**config.mk**
```make
export PLATFORM = sky130hd
export DESIGN_NAME = sha256_hash_engine
export DESIGN_NICKNAME = d
export VERILOG_FILES = /design/src/sv/sha_pkg.sv /design/src/sv/sha256_hash_engine.sv
export SDC_FILE = /design/constraint.sdc
export NUM_CORES = 2
export LEC_CHECK = 0
export BUFFER_PORTS_ARGS = -buffer_cell sky130_fd_sc_hd__buf_4
export CELL_PAD_IN_SITES_DETAIL_PLACEMENT = 1
export CELL_PAD_IN_SITES_GLOBAL_PLACEMENT = 1
export CORE_UTILIZATION = 54
export CTS_BUF_LIST = sky130_fd_sc_hd__clkbuf_8
export DETAILED_ROUTE_END_ITERATION = 12
export MAX_ROUTING_LAYER = met4
export PLACE_DENSITY = 0.88
export SLEW_MARGIN = 25
export SYNTH_ARGS = -nofsm -noshare
export SYNTH_HDL_FRONTEND = slang
export SYNTH_SLANG_ARGS = --single-unit
```
**constraint.sdc**
```tcl
create_clock -name clock -period 20.1 [get_ports clock]
set_clock_uncertainty 0.05 [all_clocks]
set_input_delay 3.015 -clock clock [delete_from_list [all_inputs] [get_ports clock]]
set_output_delay 3.015 -clock clock [all_outputs]
set_load 0.005 [all_outputs]
```
**src/sv/sha_pkg.sv**
```systemverilog
// ============================================================================
// SHA-256 / SHA-224 package
// Round constants, initial hash values and round functions of the engine.
// ============================================================================
package sha_pkg;

   localparam int WordWidth = 32;
   localparam int NumRounds = 64;
   localparam int BlockWords = 16;
   localparam int HashWords = 8;

   typedef logic [WordWidth-1:0] word_type;

   typedef enum logic {
      MODE_SHA256 = 1'b0,
      MODE_SHA224 = 1'b1
   } mode_type;

   localparam word_type RoundK [NumRounds] = '{
      32'h428a2f98, 32'h71374491, 32'hb5c0fbcf, 32'he9b5dba5,
      32'h3956c25b, 32'h59f111f1, 32'h923f82a4, 32'hab1c5ed5,
      32'hd807aa98, 32'h12835b01, 32'h243185be, 32'h550c7dc3,
      32'h72be5d74, 32'h80deb1fe, 32'h9bdc06a7, 32'hc19bf174,
      32'he49b69c1, 32'hefbe4786, 32'h0fc19dc6, 32'h240ca1cc,
      32'h2de92c6f, 32'h4a7484aa, 32'h5cb0a9dc, 32'h76f988da,
      32'h983e5152, 32'ha831c66d, 32'hb00327c8, 32'hbf597fc7,
      32'hc6e00bf3, 32'hd5a79147, 32'h06ca6351, 32'h14292967,
      32'h27b70a85, 32'h2e1b2138, 32'h4d2c6dfc, 32'h53380d13,
      32'h650a7354, 32'h766a0abb, 32'h81c2c92e, 32'h92722c85,
      32'ha2bfe8a1, 32'ha81a664b, 32'hc24b8b70, 32'hc76c51a3,
      32'hd192e819, 32'hd6990624, 32'hf40e3585, 32'h106aa070,
      32'h19a4c116, 32'h1e376c08, 32'h2748774c, 32'h34b0bcb5,
      32'h391c0cb3, 32'h4ed8aa4a, 32'h5b9cca4f, 32'h682e6ff3,
      32'h748f82ee, 32'h78a5636f, 32'h84c87814, 32'h8cc70208,
      32'h90befffa, 32'ha4506ceb, 32'hbef9a3f7, 32'hc67178f2
   };

   localparam word_type Init256 [HashWords] = '{
      32'h6a09e667, 32'hbb67ae85, 32'h3c6ef372, 32'ha54ff53a,
      32'h510e527f, 32'h9b05688c, 32'h1f83d9ab, 32'h5be0cd19
   };

   localparam word_type Init224 [HashWords] = '{
      32'hc1059ed8, 32'h367cd507, 32'h3070dd17, 32'hf70e5939,
      32'hffc00b31, 32'h68581511, 32'h64f98fa7, 32'hbefa4fa4
   };

   localparam word_type PadWord = 32'h80000000;

   function automatic word_type rotr(input word_type x, input int n);
      rotr = (x >> n) | (x << (WordWidth - n));
   endfunction

   function automatic word_type big_sigma0(input word_type x);
      big_sigma0 = rotr(x, 2) ^ rotr(x, 13) ^ rotr(x, 22);
   endfunction

   function automatic word_type big_sigma1(input word_type x);
      big_sigma1 = rotr(x, 6) ^ rotr(x, 11) ^ rotr(x, 25);
   endfunction

   function automatic word_type small_sigma0(input word_type x);
      small_sigma0 = rotr(x, 7) ^ rotr(x, 18) ^ (x >> 3);
   endfunction

   function automatic word_type small_sigma1(input word_type x);
      small_sigma1 = rotr(x, 17) ^ rotr(x, 19) ^ (x >> 10);
   endfunction

endpackage

```
**src/sv/sha256_hash_engine.sv**
```systemverilog
// ============================================================================
// SHA-256 / SHA-224 hash engine
// Gathers big-endian message words into 512-bit blocks, pads the message on
// its last word and compresses each block with one shared round unit.
// ============================================================================
//
//  Channel   Direction  Transfers
//  req_*     in         one message word (tdata: word, valid bytes; tlast)
//  rsp_*     out        one digest word (tdata: word, index; tlast)
//  csr_*     in         digest mode write, no handshake
//
// A word that completes a block starts its compression in the shared round
// unit (ST_ROUND), after which the result is added into the hash state
// (ST_ADD). A last word is followed by the padding words (ST_PAD), the
// rounds and addition of each padded block, then 8 or 7 digest transfers
// that output stalls can hold. Reset is synchronous and selects SHA-256.
// req_tready is low from a block's start to its end, while padding and
// during the digest transfers.
module sha256_hash_engine (
   input  logic        clock,
   input  logic        reset,
   input  logic        req_tvalid,
   output logic        req_tready,
   // [31:0] message_word, [34:32] valid_bytes, [39:35] zero
   input  logic [39:0] req_tdata,
   input  logic        req_tlast,
   output logic        rsp_tvalid,
   input  logic        rsp_tready,
   // [31:0] digest_word, [34:32] word_index, [39:35] zero
   output logic [39:0] rsp_tdata,
   output logic        rsp_tlast,
   input  logic        csr_wr_en,
   input  logic        csr_wr_data
);
   import sha_pkg::*;

   typedef enum logic [2:0] {
      ST_IDLE,
      ST_ROUND,
      ST_ADD,
      ST_PAD,
      ST_OUT
   } state_type;

   state_type         state_ff, state_in;
   logic              mode_ff, mode_in;
   word_type          hash_ff [HashWords];
   word_type          hash_in [HashWords];
   word_type          v_ff [HashWords];
   word_type          v_in [HashWords];
   word_type          w_ff [BlockWords];
   word_type          w_in [BlockWords];
   logic [3:0]        fill_ff, fill_in;
   logic [63:0]       bits_ff, bits_in;
   logic [5:0]        round_ff, round_in;
   logic              padding_ff, padding_in;
   logic              need_len_ff, need_len_in;
   logic [2:0]        out_idx_ff, out_idx_in;
   // Set once the length words go into the block that closes the message.
   logic              len_sent_ff, len_sent_in;

   logic              take;
   logic [2:0]        vb;
   word_type          in_word;
   word_type          t1, t2, w_next, push_val;
   logic              do_push;
   logic [2:0]        last_idx;

   assign take    = req_tvalid && req_tready;
   assign in_word = req_tdata[31:0];
   assign vb      = (req_tdata[34:32] > 3'd4) ? 3'd4 : req_tdata[34:32];
   assign last_idx = (mode_ff == MODE_SHA224) ? 3'd6 : 3'd7;

   assign req_tready = (state_ff == ST_IDLE);
   assign rsp_tvalid = (state_ff == ST_OUT);
   assign rsp_tdata  = {5'd0, out_idx_ff, hash_ff[out_idx_ff]};
   assign rsp_tlast  = (out_idx_ff == last_idx);

   assign t1 = v_ff[7] + big_sigma1(v_ff[4])
             + ((v_ff[4] & v_ff[5]) ^ (~v_ff[4] & v_ff[6]))
             + RoundK[round_ff] + w_ff[0];
   assign t2 = big_sigma0(v_ff[0])
             + ((v_ff[0] & v_ff[1]) ^ (v_ff[0] & v_ff[2]) ^ (v_ff[1] & v_ff[2]));
   assign w_next = small_sigma1(w_ff[14]) + w_ff[9] + small_sigma0(w_ff[1]) + w_ff[0];

   always_comb begin
      state_in    = state_ff;
      mode_in     = mode_ff;
      hash_in     = hash_ff;
      v_in        = v_ff;
      w_in        = w_ff;
      fill_in     = fill_ff;
      bits_in     = bits_ff;
      round_in    = round_ff;
      padding_in  = padding_ff;
      need_len_in = need_len_ff;
      out_idx_in  = out_idx_ff;
      len_sent_in = len_sent_ff;
      do_push     = 1'b0;
      push_val    = '0;

      case (state_ff)
         ST_IDLE: begin
            if (take) begin
               do_push = 1'b1;
               if (!req_tlast) begin
                  push_val = in_word;
                  bits_in  = bits_ff + 64'd32;
               end else begin
                  bits_in    = bits_ff + {58'd0, vb, 3'd0};
                  padding_in = 1'b1;
                  case (vb)
                     3'd0:    push_val = PadWord;
                     3'd1:    push_val = {in_word[31:24], 24'h800000};
                     3'd2:    push_val = {in_word[31:16], 16'h8000};
                     3'd3:    push_val = {in_word[31:8], 8'h80};
                     default: push_val = in_word;
                  endcase
                  need_len_in = (vb == 3'd4);
               end
            end
         end
         ST_PAD: begin
            do_push = 1'b1;
            if (need_len_ff) begin
               push_val    = PadWord;
               need_len_in = 1'b0;
            end else if (fill_ff == 4'd14) begin
               push_val    = bits_ff[63:32];
               len_sent_in = 1'b1;
            end else if (fill_ff == 4'd15 && len_sent_ff) begin
               push_val = bits_ff[31:0];
            end else begin
               push_val = '0;
            end
         end
         ST_ROUND: begin
            v_in[0] = t1 + t2;
            for (int i = 1; i < HashWords; i++) begin
               v_in[i] = v_ff[i-1];
            end
            v_in[4] = v_ff[3] + t1;
            for (int i = 0; i < BlockWords - 1; i++) begin
               w_in[i] = w_ff[i+1];
            end
            w_in[BlockWords-1] = w_next;
            round_in = round_ff + 6'd1;
            if (round_ff == 6'(NumRounds - 1)) begin
               state_in = ST_ADD;
            end
         end
         ST_ADD: begin
            for (int i = 0; i < HashWords; i++) begin
               hash_in[i] = hash_ff[i] + v_ff[i];
            end
            if (!padding_ff) begin
               state_in = ST_IDLE;
            end else if (fill_ff == 4'd0 && !need_len_ff && len_sent_ff) begin
               state_in   = ST_OUT;
               out_idx_in = '0;
            end else begin
               state_in = ST_PAD;
            end
         end
         ST_OUT: begin
            if (rsp_tready) begin
               out_idx_in = out_idx_ff + 3'd1;
               if (rsp_tlast) begin
                  state_in    = ST_IDLE;
                  padding_in  = 1'b0;
                  len_sent_in = 1'b0;
                  hash_in     = (mode_ff == MODE_SHA224) ? Init224 : Init256;
                  bits_in     = '0;
                  fill_in     = '0;
               end
            end
         end
         default: state_in = ST_IDLE;
      endcase

      if (do_push) begin
         w_in[fill_ff] = push_val;
         fill_in = fill_ff + 4'd1;
         if (fill_ff == 4'd15) begin
            state_in = ST_ROUND;
            round_in = '0;
            v_in     = hash_ff;
         end else if (state_ff == ST_IDLE && take && req_tlast) begin
            state_in = ST_PAD;
         end
      end

      if (csr_wr_en) begin
         mode_in     = csr_wr_data;
         hash_in     = csr_wr_data ? Init224 : Init256;
         fill_in     = '0;
         bits_in     = '0;
         padding_in  = 1'b0;
         need_len_in = 1'b0;
         len_sent_in = 1'b0;
         state_in    = ST_IDLE;
      end
   end

   always_ff @(posedge clock) begin
      if (reset) begin
         state_ff    <= ST_IDLE;
         mode_ff     <= MODE_SHA256;
         hash_ff     <= Init256;
         fill_ff     <= '0;
         bits_ff     <= '0;
         round_ff    <= '0;
         padding_ff  <= 1'b0;
         need_len_ff <= 1'b0;
         out_idx_ff  <= '0;
         len_sent_ff <= 1'b0;
      end else begin
         state_ff    <= state_in;
         mode_ff     <= mode_in;
         hash_ff     <= hash_in;
         fill_ff     <= fill_in;
         bits_ff     <= bits_in;
         round_ff    <= round_in;
         padding_ff  <= padding_in;
         need_len_ff <= need_len_in;
         out_idx_ff  <= out_idx_in;
         len_sent_ff <= len_sent_in;
      end
      v_ff <= v_in;
      w_ff <= w_in;
   end

`ifndef SYNTHESIS
   a_round_count: assert property (@(posedge clock) disable iff (reset)
      (state_ff == ST_ROUND && round_ff == 6'd63 && !csr_wr_en) |=> (state_ff == ST_ADD))
      else $error("round sequence did not end after 64 rounds");
   a_no_take_busy: assert property (@(posedge clock) disable iff (reset)
      (state_ff != ST_IDLE) |-> !req_tready)
      else $error("input ready while busy");
   a_out_only: assert property (@(posedge clock) disable iff (reset)
      rsp_tvalid |-> (padding_ff && len_sent_ff))
      else $error("digest output before length block");
   a_last_idx: assert property (@(posedge clock) disable iff (reset)
      (rsp_tvalid && rsp_tlast) |-> (out_idx_ff == last_idx))
      else $error("digest end index wrong");
`endif

endmodule

```
=== Word level (Yosys, flattened, before mapping) ===
Memory sizes are Yosys's and may differ from the RTL's.
Cells that the tools add are included.

* Add/sub/neg operators: 23
* $lt $le $gt $ge: 5
* Equality and inequality tests: 22
* Muxes and demuxes: 66
* Bitwise gates (word level): 30
* Reduce and logical (&&, ||, !) cells: 28

{| class="wikitable"
|+ Operator list
! kind !! count
|-
| 256-bit two-way mux || 8
|-
| 512-bit two-way mux || 2
|-
| 32-bit adder || 18
|-
| 512-bit bitwise mux || 1
|-
| 256-bit case mux with 2 select lines || 1
|-
| 32-bit two-way mux || 10
|-
| 32-bit bitwise XOR || 9
|-
| 64-bit two-way mux || 4
|-
| 32-bit bitwise AND || 5
|-
| 32-bit demux with 4-bit select || 1
|-
| 32-bit case mux with 4 select lines || 1
|-
| 64-bit case mux with 2 select lines || 1
|-
| 32-bit binary-select mux with 3-bit select || 1
|-
| 64-bit by 6-bit adder with 64-bit output || 1
|-
| 64-bit by 6-bit adder with 64-bit output (second input constant) || 1
|-
| 32-bit case mux with 2 select lines || 1
|-
| 3-bit two-way mux || 12
|-
| 32-bit inverter || 1
|-
| 10-bit by 32-bit OR with 32-bit output || 1
|-
| 13-bit by 32-bit OR with 32-bit output || 1
|-
| 14-bit by 32-bit OR with 32-bit output || 1
|-
| 15-bit by 32-bit OR with 32-bit output || 1
|-
| 19-bit by 32-bit OR with 32-bit output || 1
|-
| 21-bit by 32-bit OR with 32-bit output || 1
|-
| 42 further kinds || 90
|}

* Register bits: 1,108
* Bits in read-only memories: 2,048
* Input bits: 47
* Word-level logic and storage cells: 216
* Memories kept: 1

{| class="wikitable"
|+ Memories
! name !! depth !! bits a word !! rd ports !! clocked after memory_dff !! wr ports !! line !! text
|-
| (name not given) || 64 || 32 || 1 || 0 || 0 || sha256_hash_engine.sv:81 || <nowiki>+ RoundK[round_ff] + w_ff[0];</nowiki>
|}

=== Longest topological paths before layout ===
* Depth in word-level cells: 11
* Gate-level depth with buffers: 38
* Gate-level depth less buffers: 36

=== Least setup slack after synthesis ===
Ideal clock, no wire load.

* Path type: reg-to-reg
* From: register round_ff[2]
* To: register v_ff[255] (netlist name)
* Data arrival time: 7.606 ns
* Data required time: 19.921 ns
* Slack: 12.316 ns
* Cell stages (with the launch flop): 36
* Buffers on the path: 3
* Period minus slack after synthesis: 7.784 ns
* Path through: dfxtp_1 clkbuf_1 inv_1 clkbuf_1 clkbuf_1 nand2_1 nand3_1 o21ai_0 mux4_2 fa_1 inv_1 ha_1 a21o_1 a21o_1 a2111oi_0 o31a_1 or2_2 nor2b_1 o21ai_0 nand2b_1 xnor2_1 inv_1 fa_1 inv_1 ha_1 o21ai_0 nor2_1 o31a_1 or3_1 o211ai_1 nand4_1 a31oi_1 o21ai_0 xnor2_1 xnor2_1 o21ai_0

{| class="wikitable"
|+ RTL lines
! element !! line !! text
|-
| start, declared || sha256_hash_engine.sv:55 || <nowiki>logic [5:0] round_ff, round_in;</nowiki>
|-
| start signal, assigned || sha256_hash_engine.sv:223 || <nowiki>round_ff <= round_in;</nowiki>
|-
| end signal, assigned || sha256_hash_engine.sv:229 || <nowiki>v_ff <= v_in;</nowiki>
|-
| end, declared || sha256_hash_engine.sv:49 || <nowiki>word_type v_ff [HashWords];</nowiki>
|}

==> metrics.md <==
| Metric | Value |
|---|---|
| Status | completed |
| Initial Utilization | 54.6% |
| Non-filler cells, final | 10,995 |
| Worst-path clk slew | 60 ps |
| Setup TNS | 0 ps |
| Slew HR | 20.1% |
| Hold endpoint | w_ff[13]$_DFF_P_ |
| Final count of hold timing violations | 0 |
| Hold buffers post-CTS | 0 |
| Sequential share of the synthesized area | 29.8% |
| CP Capture Type | flop |
| Setup Fix Bufs, Post-CTS | 0 |
| CTS H-tree lvls | 4 |
| CTS root buffer | clkbuf_8 |
| Register-to-Register Path Depth | 32 |
| CP max FO | 13 |
| Routed WL | 308 mm |
| First-pass GRT wire length | 457 mm |
| Final Util | 59.0% |
| GPL Wtd Cong | 1.03 |
| Placed cells | 10,627 |
| Hold_sp | w_ff[13]$_DFF_P_ |
| Global route overflow | 0 |
| Most common library cells after synthesis | nand2_1, dfxtp_1, o21ai_0 |
| CP max-delay cell | ha_1 |
| Critical path required time | 20,850 ps |
| Syn Area/Cell | 8.02 sq um |
| Final Cycle Share | 49.8% |
| Kind of critical path | reg2reg |
| Dominant synthesized flop cell | dfxtp_1 |
| Vias in the first global route | 74,172 |
| Largest net degree at the start of global routing | 136 |
| Max Slew Vio Count | 0 |
| Gr usage total | 44.2% |
| Slowest cell delay on critical path | 890 ps |
| Worst Path Arrival | 10,750 ps |
| # setup viols final | 0 |
| Wire per inst | 28.0 um |
| 1st-iter DRT viols | 6,447 |
| Clk Latency, worst-skew pair | 970 ps |
| DRT Pass-1 Iters | 5 |
| Die area | 139,000 sq um |
| Fin nets | 9,698 |
| Initial antenna violation count | 13 |
| Antenna-violating nets left | 0 |
| Post-synth ARST share | 0% |
| DRC Markers | 0 |
| Cell variety after synth | 93 |
| Die width | 373 um |
| Fmax | 100 MHz |
| Top-area cell type share of the netlist area | 29.8% |
| Post-Synthesis Cells | 9,253 |
| Post-layout min period | 10,000 ps |
| TritonCTS clock tree | yes |
| Placed wire-length estimate | 220 mm |
| RSZ-0062 raised after global routing | no |
| Core ar. | 136,000 sq um |
| Worst hold slack | 440 ps |
| Io pins | 90 |
| Worst R2R Setup Slack | 10,100 ps |
| Reg-to-reg startpoint | round_ff[0]$_SDFF_PP0_ |
| Layout cell share with drive strength beyond 1 | 8.01% |
| Worst Setup Start Kind | flop |
| RR Endpoint | v_ff[255]$_DFF_P_ |
| Cts bufs inserted | 199 |
| Actual slew at the worst max-slew pin | 1200 ps |
| Vias | 71,753 |
| Seq cells post-synth | 1,105 |
| Top post-synthesis cells by area | dfxtp_1, ha_1, nand2_1, o21ai_0, mux2i_1 |
| Min-delay worst type | reg2reg |
| Post-synth EDFFs | 0 |
| Most frequent cell after synthesis | nand2_1 |
| Critical path origin | round_ff[0]$_SDFF_PP0_ |
| Ys Warns | 0 |
| Row count | 135 |
| # resized after CTS | 0 |
| Area Overhead vs Synth | 8.04% |
| Max_cap viols | 0 |
| Synth Cell Area | 74,200 sq um |
| Port bufs | 79 |
| Longest Clk Path Bufs | 3 |
| WHS Path Cells | 2 |
| Synth area leader | dfxtp_1 |
| Die Ht | 373 um |
| Routed vias/inst | 6.53 |
| # clock sinks | 1,105 |
==> cells by family (layout without fill, tap and decap cells) <==
logic type	Yosys count	in the layout	synth area share [%]
and+or+nand+nor	2715	2715	15.5
AOI/OAI and AO/OA	2539	2539	20.5
DFF	1105	1105	29.8
buffers and inverters	1096	1042	5.61
xor gates and xnor gates	615	615	7.26
adders and majority gates	607	607	12.2
muxes	575	575	9.09
other	1	16	0.00505
==> worst max-delay path by stage <==
| stage | endpoint | slack, ps | cells past startpoint |
|---|---|---|---|
| 4_1_cts | v_ff[255]$_DFF_P_ | 10290 | 32 |
| 6_report | v_ff[255]$_DFF_P_ | 10100 | 32 |
| 2_1_floorplan | v_ff[255]$_DFF_P_ | 12320 | 35 |
| 3_3_place_gp | v_ff[255]$_DFF_P_ | 10400 | 32 |
| 3_5_place_dp | v_ff[255]$_DFF_P_ | 10310 | 32 |
| 5_1_grt | v_ff[255]$_DFF_P_ | 9730 | 32 |
==> critical path, delay by kind of cell (launching register included) <==
| family | cells | cell delay [ps] |
|---|---|---|
| buf+inv | 4 | 690 |
| fa+ha+maj | 6 | 2530 |
| simple gates | 4 | 990 |
| xor+xnor | 3 | 820 |
| compound gates | 15 | 4440 |
| flops | 1 | 330 |
==> routing by layer <==
metal / vias up / GRT usage, % / share of wire, % / routed length, um
met5: - / - / 0 / 0
met4: 0 / 35.4 / 9.2 / 28300
met3: 1170 / 8.12 / 7.6 / 23400
met1: 35760 / 48.7 / 37 / 114000
li1: 31688 / - / - / -
met2: 3135 / 70.4 / 46 / 142000
==> through the flow <==
step | area, sq um | setup WS [ps]
after CTS | 80100 | 10290
final | 80200 | 10100
after global placement | 75900 | 10400
after global routing | 80200 | 9730
after floorplan | 74200 | 12320
after detailed placement | 76000 | 10310
==> placed cells by master, fill, tap and decap left out, types with 234 or more instances in the layout <==
cell type and n:
ha_1 408, xnor2_1 345, dfxtp_1 1099, a21o_1 234, o21ai_0 875, nand2_1 1342
xor2_1 270, nor2_1 794, a21oi_1 608, inv_1 538, a31oi_1 251, clkbuf_8 251
mux2i_1 438
==> final cells by class <==
cell class	instances	area, sq um
Antenna cell	11	27.5
Multi-Input combinational cell	7056	48200
Tap cell	1781	2230
Clock buffer	251	3450
Inverter	468	1760
Clock inverter	106	724
Timing Repair Buffer	217	1670
Sequential cell	1105	22100
Fill cell	16419	55800
==> flip-flops by register name, indices dropped and copies added (netlist names) <==
register and count:
bits_ff 61, fill_ff 4, hash_ff 256, len_sent_ff 1
mode_ff 1, need_len_ff 1, out_idx_ff 3, padding_ff 1
round_ff 6, state_ff 3, v_ff 256, w_ff 512
Power is left out: the tool's default activity adds up to more than one toggle a clock period on the data nets, which glitch-free logic cannot reach.
